File: config.mk
export PLATFORM = sky130hd
export DESIGN_NAME = tsc_multiplier
export DESIGN_NICKNAME = d
export VERILOG_FILES = /design/src/hw/rtl/tsc_pkg.sv /design/src/hw/rtl/tsc_multiplier.sv
export SDC_FILE = /design/constraint.sdc
export NUM_CORES = 1
export LEC_CHECK = 0
export BUFFER_PORTS_ARGS = -buffer_cell sky130_fd_sc_hd__buf_2
export CAP_MARGIN = 20
export CORE_ASPECT_RATIO = 0.75
export CORE_MARGIN = 10
export CORE_UTILIZATION = 35
export DETAILED_ROUTE_END_ITERATION = 16
export PLACE_DENSITY = 0.55
export SYNTH_ARGS = -nofsm -noshare
export SYNTH_HDL_FRONTEND = slang
export SYNTH_SLANG_ARGS = --single-unit
File: constraint.sdc
create_clock -name clock -period 4.6 [get_ports clock]
set_input_delay 0.92 -clock clock [delete_from_list [all_inputs] [get_ports clock]]
set_output_delay 0.92 -clock clock [all_outputs]
set_load 0.05 [all_outputs]
File: src/hw/rtl/tsc_pkg.sv
// ============================================================================
// Thresholded star centroid package
// Shared constants and types for the centroid block.
// ============================================================================
package tsc_pkg;

   localparam int DefMaxHalf  = 31;
   localparam int DefFracBits = 8;

   // Configuration register indexes.
   typedef enum logic [2:0] {
      CSR_WIDTH  = 3'd0,
      CSR_HEIGHT = 3'd1,
      CSR_HALF   = 3'd2,
      CSR_KSIG   = 3'd3,
      CSR_STRICT = 3'd4
   } csr_index_type;

   // Request to the shared divider.
   typedef struct packed {
      logic        start;
      logic [63:0] num;
      logic [63:0] den;
   } div_req_type;

   // Status back from the shared divider.
   typedef struct packed {
      logic        done;
      logic [63:0] quot;
      logic [63:0] rem;
   } div_rsp_type;

endpackage

File: src/hw/rtl/tsc_multiplier.sv
// ============================================================================
// Thresholded star centroid multiplier
// Shift-add multiplier, 64 by 64 bits to 128, one bit per cycle.
// ============================================================================
module tsc_multiplier
   import tsc_pkg::*;
(
   input  logic         clock,
   input  logic         reset,
   input  logic         start,
   input  logic [63:0]  op_a,
   input  logic [63:0]  op_b,
   output logic         done,
   output logic [127:0] product
);

   logic [127:0] acc_ff, acc_in;
   logic [63:0]  b_ff, b_in;
   logic [63:0]  a_ff, a_in;
   logic [6:0]   cnt_ff, cnt_in;
   logic         busy_ff, busy_in;
   logic         done_ff, done_in;
   logic [64:0]  upper;

   // Add the multiplicand into the upper half, then shift right.
   always_comb begin
      acc_in  = acc_ff;
      a_in    = a_ff;
      b_in    = b_ff;
      cnt_in  = cnt_ff;
      busy_in = busy_ff;
      done_in = 1'b0;
      upper   = {1'b0, acc_ff[127:64]} + (b_ff[0] ? {1'b0, a_ff} : 65'd0);
      if (start) begin
         acc_in  = '0;
         a_in    = op_a;
         b_in    = op_b;
         cnt_in  = 7'd64;
         busy_in = 1'b1;
      end else if (busy_ff) begin
         acc_in = {upper, acc_ff[63:1]};
         b_in   = {1'b0, b_ff[63:1]};
         cnt_in = cnt_ff - 7'd1;
         if (cnt_ff == 7'd1) begin
            busy_in = 1'b0;
            done_in = 1'b1;
         end
      end
   end

   always_ff @(posedge clock) begin
      if (reset) begin
         busy_ff <= 1'b0;
         done_ff <= 1'b0;
         cnt_ff  <= '0;
      end else begin
         busy_ff <= busy_in;
         done_ff <= done_in;
         cnt_ff  <= cnt_in;
      end
      acc_ff <= acc_in;
      a_ff   <= a_in;
      b_ff   <= b_in;
   end

   assign done    = done_ff;
   assign product = acc_ff;

endmodule

==> metrics.txt <==
post-route insts no fill=about 2000; vias per inst=4.94; dpl cells=1940; CTS tree=done; maximum clock frequency=between 200 and 250 MHz; PwrDens=between 300 and 400 nW/um2; row cnt=roughly 60; final hold viol count=0; cell family with most CP delay=compound AO/OA/AOI/OAI gates; Compound-Gate Fraction of Synth Area=between 10% and 20%; CTS Buffer Depth=3; maximum vdd drop=0.251 mV; Post-Syn Area=13300 um2; Logic pwr share=~18%; RSZ-0062 raised after global routing=no; total gr overflow=0; Post-route DRC=0; hold buffers post-CTS=0; most used cell along the critical path=o21a_1; final setup fails=0; vias in the first global route=around 10000; Max stage delay on crit path=~0.55 ns; vias=9867; syn nets=~1400; DRT Pass-1 Iters=5; IO Pins=260; Area contributors post-synth=edfxtp_1 29%, dfxtp_1 21%, mux2i_1 7.2%; Post-Syn Area per Cell=around 11 um2; Crit. End Element=flop; MaxCap Viol Count=0; Synth Area in Adders=around 6.4%; layout cell share with drive strength beyond 1=26.4%; Starting Density=35.6%; Core Area=between 30000 and 40000 um2; top cells by count, synth=162 x nor2_1, 137 x dfxtp_1, 128 x edfxtp_1, 95 x mux2i_1, 81 x a21oi_1; Worst Max-Slew Pin Slew=~0.84 ns; Slew headroom=a little over two fifths; Worst-Skew Late Latency=around 0.56 ns; largest family of logic cells by synthesized area=multiplexers; Distinct cells, synth=between 50 and 60; Psw=approximately 1.8 mW; CTS sink count=265; Synth area leader=edfxtp_1; Final Wtd Congestion=just under 0.9; initial antenna violation count=7; Routed WL=between 30000 and 40000 um; fin. max-slew vios=0; EDFF count, synth=128; Seq pwr share=44.0%; post-layout min period=between 4 and 5 ns; setup repair bufs after CTS=0; Synth Area in Simple Gates=roughly 12%; XOR/XNOR share of the synthesized area=between 4 and 5%; global-route wire length before repair=~57000 um; Iter 0 DRT Violations=between 500 and 600; Synth Instances=1232; Tcrit/Tclk final=between 90 and 100%; crit path buf inv count=1; Resize count post-CTS=0; final net count=1665; P_int=roughly 4.4 mW; total die area=around 46000 um2; mux share of post-synthesis cell area=about 13%; Total GRT Usage=between 10% and 20%; Routed WL per cell=18.3 um; CP Data Arrival Time=approximately 4.6 ns; largest net degree at the start of global routing=75; CTS Buf Count=29; Lkg Pwr=slightly below 7 nW; Die X-Extent=~240 um; Yosys top cell area share=slightly below 30%; post-route antenna net violation count=0; async set or reset register ratio after synthesis=0%; Max Clock Skew=between 0.015 and 0.02 ns; Worst-path clk slew=around 0.06 ns; Critical-path top delay cell=a211oi_1; most frequent cell after synthesis=nor2_1; Critical Path Source Type=flop; htree depth=1; Crit Path Max Fanout=33; register area share after synthesis=between 40% and 50%; clock network fraction of design power=38.1%; status=completed; CP Cell Sequence=buf_4, and2_1, ha_1, fa_1, a21oi_1, o21a_1, o21ai_0, a211oi_1, or2_2, o31a_1, o21a_1, o211ai_1, a21o_1, a32o_1; Clock Tree Root=clkbuf_16; Hold Path Class=reg2reg; detailed placement HPWL=approximately 27000 um; TNS Setup=0 ns; ys flop type=dfxtp_1; CP Class=reg2reg; Synth warnings=0; Die Ht=189 um; Port Buf Inserts=around 260; number of synthesized register bits=roughly 270; Crit path required time=5.05 ns; switching portion of total power=between 20% and 30%; Area Overhead vs Synth=20.6%
final timing paths:
check / startpoint / to / slack, ns / depth (start not counted)
min reg2reg: cnt_ff[1] / cnt_ff[1] / 0.49 / 2
max: b_ff[0] / product[123] / 0.43 / 14
max reg2reg: b_ff[0] / product[123] / 0.43 / 14
min: cnt_ff[1] / cnt_ff[1] / 0.49 / 2
sequential cells by signal (all words and copies together) (netlist names):
signal and count:
b_ff 64, busy_ff 1, a_ff 64, product 128, done 1, cnt_ff 7
worst reg2reg max path: stages (launching register included):
cell and delay, ns:
edfxtp_1 0.39, buf_4 0.24, and2_1 0.21, ha_1 0.22, fa_1 0.41, a21oi_1 0.30, o21a_1 0.18, o21ai_0 0.13
a211oi_1 0.55, or2_2 0.29, o31a_1 0.28, o21a_1 0.25, o211ai_1 0.18, a21o_1 0.19, a32o_1 0.23
area by class of cell:
class / instances / area, um2
timing repair buffer: 270 / 1390
clock inverter: 12 / 146
inverter: 16 / 60.1
clock buffer: 41 / 801
multi-input combinational: 885 / 6360
tap: 504 / 631
antenna: 4 / 10.0
sequential: 265 / 6590
fill: 3730 / 21300
stage by stage:
| step | utilization, % | area, um2 | power (mW) | setup slack (ns) | hold WS, ns |
|---|---|---|---|---|---|
| final | 42.9 | 16000 | 6.21 | 0.433 | 0.495 |
| after global routing | 42.9 | 16000 | 6.51 | 0.108 | 0.498 |
| after CTS | 42.9 | 16000 | 6.30 | 0.458 | 0.494 |
| after detailed placement | 40.4 | 15000 | 3.90 | 0.490 | 0.489 |
| after global placement | 40.4 | 15000 | 3.89 | 0.534 | 0.474 |
| after floorplan | - | 13300 | 3.57 | 0.806 | 0.469 |
cells in the final DEF, fill, tap and decap left out, types with 29 or more instances in the layout:
master / n
mux2_2: 63
o21ai_0: 39
a21oi_1: 81
nand2_1: 52
nor2_1: 161
and2_1: 69
edfxtp_1: 128
xnor2_1: 46
ha_1: 66
dfxtp_1: 136
mux2i_1: 95
buf_2: 258
clkbuf_16: 29
power by group through the flow:
| stage | Clock, mW | Sequential, mW | Combinational, mW |
|---|---|---|---|
| final | 2.37 | 2.73 | 1.11 |
| after detailed placement | 0 | 2.79 | 1.11 |
| after CTS | 2.45 | 2.74 | 1.12 |
| after floorplan | 0 | 2.92 | 0.653 |
| after global routing | 2.55 | 2.75 | 1.22 |
| after global placement | 0 | 2.78 | 1.11 |
metal layers:
metal	track usage [%]	vias up	wire length, um
li1	-	4916	-
met1	21.3	4680	17900
met2	22.4	217	15200
met3	5.12	48	2620
met4	2.91	6	690
met5	0	-	47
kinds of logic after synthesis:
logic type,count (synthesis)
xor+xnor,66
flops,265
buf+inv,82
compound gates,246
simple gates,348
mux,158
fa+ha+maj,67
(Power assumes the default switching activity.)
