## src/hw/rtl/tsc_pkg.sv

```systemverilog
// ============================================================================
// Thresholded star centroid package
// Shared constants and types for the centroid block.
// ============================================================================
package tsc_pkg;

   localparam int DefMaxHalf  = 31;
   localparam int DefFracBits = 8;

   // Configuration register indexes.
   typedef enum logic [2:0] {
      CSR_WIDTH  = 3'd0,
      CSR_HEIGHT = 3'd1,
      CSR_HALF   = 3'd2,
      CSR_KSIG   = 3'd3,
      CSR_STRICT = 3'd4
   } csr_index_type;

   // Request to the shared divider.
   typedef struct packed {
      logic        start;
      logic [63:0] num;
      logic [63:0] den;
   } div_req_type;

   // Status back from the shared divider.
   typedef struct packed {
      logic        done;
      logic [63:0] quot;
      logic [63:0] rem;
   } div_rsp_type;

endpackage

```

## src/hw/rtl/tsc_divider.sv

```systemverilog
// ============================================================================
// Thresholded star centroid divider
// Restoring radix-2 divider, one quotient bit per cycle, 64 bit operands.
// ============================================================================
module tsc_divider
   import tsc_pkg::*;
(
   input  logic        clock,
   input  logic        reset,
   input  div_req_type req,
   output div_rsp_type rsp
);

   logic [63:0] quot_ff, quot_in;
   logic [64:0] rem_ff, rem_in;
   logic [63:0] den_ff, den_in;
   logic [6:0]  cnt_ff, cnt_in;
   logic        busy_ff, busy_in;
   logic        done_ff, done_in;
   logic [64:0] trial;

   // One shift and trial subtract per cycle.
   always_comb begin
      quot_in = quot_ff;
      rem_in  = rem_ff;
      den_in  = den_ff;
      cnt_in  = cnt_ff;
      busy_in = busy_ff;
      done_in = 1'b0;
      trial   = {rem_ff[63:0], quot_ff[63]};
      if (req.start) begin
         quot_in = req.num;
         rem_in  = '0;
         den_in  = req.den;
         cnt_in  = 7'd64;
         busy_in = 1'b1;
      end else if (busy_ff) begin
         if (trial >= {1'b0, den_ff}) begin
            rem_in  = trial - {1'b0, den_ff};
            quot_in = {quot_ff[62:0], 1'b1};
         end else begin
            rem_in  = trial;
            quot_in = {quot_ff[62:0], 1'b0};
         end
         cnt_in = cnt_ff - 7'd1;
         if (cnt_ff == 7'd1) begin
            busy_in = 1'b0;
            done_in = 1'b1;
         end
      end
   end

   always_ff @(posedge clock) begin
      if (reset) begin
         busy_ff <= 1'b0;
         done_ff <= 1'b0;
         cnt_ff  <= '0;
      end else begin
         busy_ff <= busy_in;
         done_ff <= done_in;
         cnt_ff  <= cnt_in;
      end
      quot_ff <= quot_in;
      rem_ff  <= rem_in;
      den_ff  <= den_in;
   end

   assign rsp.done = done_ff;
   assign rsp.quot = quot_ff;
   assign rsp.rem  = rem_ff[63:0];

endmodule

```

## config.mk

```make
export PLATFORM = sky130hd
export DESIGN_NAME = tsc_divider
export DESIGN_NICKNAME = d
export VERILOG_FILES = /design/src/hw/rtl/tsc_pkg.sv /design/src/hw/rtl/tsc_divider.sv
export SDC_FILE = /design/constraint.sdc
export NUM_CORES = 1
export LEC_CHECK = 0
export BUFFER_PORTS_ARGS = -buffer_cell sky130_fd_sc_hd__buf_2
export CORE_UTILIZATION = 45
export CTS_BUF_LIST = sky130_fd_sc_hd__clkbuf_8
export CTS_CLUSTER_SIZE = 14
export DETAILED_ROUTE_END_ITERATION = 8
export GPL_TIMING_DRIVEN = 0
export HOLD_SLACK_MARGIN = 0.15
export PLACE_DENSITY = 0.68
export SLEW_MARGIN = 20
export SYNTH_ARGS = -nofsm -noshare
export SYNTH_HDL_FRONTEND = slang
export SYNTH_SLANG_ARGS = --single-unit
```

## constraint.sdc

```tcl
create_clock -name clock -period 5.1 [get_ports clock]
set_clock_uncertainty 0.05 [all_clocks]
set_input_delay 0.765 -clock clock [delete_from_list [all_inputs] [get_ports clock]]
set_output_delay 0.765 -clock clock [all_outputs]
set_load 0.05 [all_outputs]
```

==> metrics <==
outcome=finished clean; leading area contributor after synthesis=edfxtp_1; DIE HEIGHT=167.0 um; RSZ-0062 raised after global routing=no; Clock Path Buffers=3; M3 GR Usage=6.274%; initial antenna violation count=1; die area=about 28000 um^2; NumNets Final=between 1500 and 2000; largest net degree at the start of global routing=41; cts repair resizes=0; CTS root buffer=clkbuf_8; routed wire length=39090 um; DRC viols=0; fin util=55.27%; gr usage total=27.69%; die width=about 170 um; antenna-violating nets left=0; required time worst endpoint=5.49 ns; WL/cell=between 20 and 25 um; First-pass DRT Iterations=5; Tmin final=~4.4 ns; layout cells sized above 1=27.28%; register-to-register setup slack=a little under 0.7 ns; Rel. slew slack=between 30% and 40%; vias in the first global route=10790; Final period util=slightly below 90%; design area=14810 um^2; TNS Setup=0 ns; CTS buffer count=38; GRT met2 Usage=~45%; Post-CTS Setup Repair Bufs=0; Avg Vias per Cell=5.642; Worst-path clk slew=0.06 ns; DP Worst Slack=0.8178 ns; sequential-to-total area share from yosys stat=between 40 and 50%; Post-synth ARST share=0%; met1 Usage GRT=35.59%; Final WS setup=0.6882 ns; most used routing layer=met2; reg-to-reg endpoint=rem_ff[30]; hold crit path type=in2reg; top cell type's share of synthesized area=about a third; Syn Inst Count=1282; CTS Sinks=201; Setup Crit Path Kind=reg2reg; Final setup violation count=0; commonest register cell after synthesis=edfxtp_1; r2r startpoint=rem_ff[33]; Post-synth EDFFs=about 130; Max-Cap Viols=0; Mapped Area=12250 um^2; Worst setup EP type=flop; diode count=0; VDD IR max=0.0002714 V; total grt overflow=0; Post-DP HPWL=29300 um; Synth top cells by count=nand2_1, edfxtp_1, a21oi_1; Placed Area=14020 um^2; CP Max Fanout=10; first-pass GRT wire length=59970 um; CTS H-tree lvls=2; Startpoint Class=flop; Ports=260; P per Cell Area=366.1 nW/um^2; arrival time of the worst setup path=4.80 ns; cells on worst reg2reg path=13; core area=26800 um^2; min-delay src=req[37]; global placer's final weighted congestion=0.9444; final hold violations=0; Vias=between 10000 and 15000; Iter 0 DRT Violations=~760; syn_nets=roughly 1500; # port buffers=259; Synth area leaders=edfxtp_1, dfxtp_1, ha_1; P&R area growth vs syn=20.89%; post-synthesis register bit count=between 200 and 250; yosys warns=0; count leader, synth=nand2_1; CTS tree=yes; Worst Hold End=den_ff[37]; Mean Syn Cell Area=between 9 and 10 um^2; CTS hold repair buffers=0; Netlist cell types=74; Slew @ Worst Pin=1.048 ns; hold depth=1; Initial Util=45.71%; leakage=6.530 nW; Fmax=226.7 MHz; Slew Viols, Final=0; clk_lat worst skew=0.56 ns; row cnt=60
-- layout make-up --
cell class / count / area, um^2
plain buffers: 78 / 392.9
clock buffers: 46 / 633.1
clock inverters: 24 / 153.9
fillers: 2483 / 11990
inverters: 95 / 356.6
multi-input cells: 908 / 6205
flip-flops and latches: 201 / 5305
well taps: 341 / 426.7
repair buffers: 261 / 1339
-- per-stage QoR --
step	hold slack [ns]	power (mW)	cells
5_1_grt	0.3270	5.669	1954
3_5_place_dp	0.4529	3.791	1884
3_3_place_gp	0.4260	3.773	1882
6_report	0.3347	5.423	1954
4_1_cts	0.3214	5.440	1954
2_1_floorplan	0.4127	3.292	1282
-- worst max-delay path by stage --
| stage | to | depth (start not counted) | slack (ns) | start |
|---|---|---|---|---|
| after global routing | rem_ff[30] | 14 | 0.48 | den_ff[35] |
| after CTS | rem_ff[30] | 14 | 0.76 | den_ff[36] |
| after floorplan | quot_ff[0] | 12 | 1.56 | rem_ff[11] |
| after detailed placement | rem_ff[60] | 14 | 0.82 | den_ff[36] |
| after global placement | quot_ff[48] | 3 | -0.52 | req[128] |
| final | rem_ff[30] | 13 | 0.69 | rem_ff[33] |
-- sequential cells by signal (all words and copies together), names as in the netlist --
| signal | cells |
|---|---|
| busy_ff | 1 |
| cnt_ff | 7 |
| den_ff | 64 |
| done_ff | 1 |
| quot_ff | 64 |
| rem_ff | 64 |
-- kinds of logic after synthesis --
logic type      synth area share (%)
flops                          43.30
fa+ha+maj                      6.904
xor+xnor                       3.717
compound gates                 19.32
mux                            6.403
buf+inv                        6.117
simple gates                   14.24
-- power by group --
part	total, mW	switching (mW)	internal (mW)
Sequential	2.01	0.105	1.90
Combinational	1.77	1.21	0.563
Clock	1.64	0.721	0.919
Total	5.42	2.04	3.39
-- critical path, stage by stage (launching register included) --
cell and delay (ns):
dfxtp_1 0.34, ha_1 0.29, clkbuf_1 0.30, nand2_1 0.11
nor2_1 0.16, nor4b_1 0.66, o311a_1 0.30, o31a_1 0.26
a21oi_2 0.15, o21ai_2 0.34, buf_2 0.34, buf_1 0.64
nand2_1 0.13, a211oi_1 0.24
-- placed cells by master, fill, tap and decap left out, types with 9 or more instances in the layout --
| cell type | n |
|---|---|
| a211oi_1 | 23 |
| a311oi_1 | 19 |
| buf_2 | 268 |
| o21bai_1 | 15 |
| dfxtp_1 | 73 |
| o21ai_0 | 43 |
| and3_1 | 10 |
| or3_1 | 9 |
| a21o_1 | 32 |
| ha_1 | 66 |
| nand4_1 | 32 |
| xor2_1 | 15 |
| clkbuf_8 | 46 |
| inv_1 | 111 |
| clkbuf_1 | 55 |
| mux2_2 | 66 |
| edfxtp_1 | 128 |
| nand2_1 | 137 |
| a21oi_1 | 115 |
| or2_2 | 10 |
| a31oi_1 | 10 |
| nor2_1 | 108 |
| nor3_1 | 29 |
| nand3_1 | 16 |
| a311oi_2 | 18 |
| xnor2_1 | 37 |
| o21a_1 | 15 |
-- per-layer routing --
metal  vias to the layer above  routed length, um
li1                       5267                  -
met1                      5197              16560
met2                       462              17860
met3                        99               3230
met4                         0               1438
met5                         -                  0
Power figures use the tool's default switching activity.
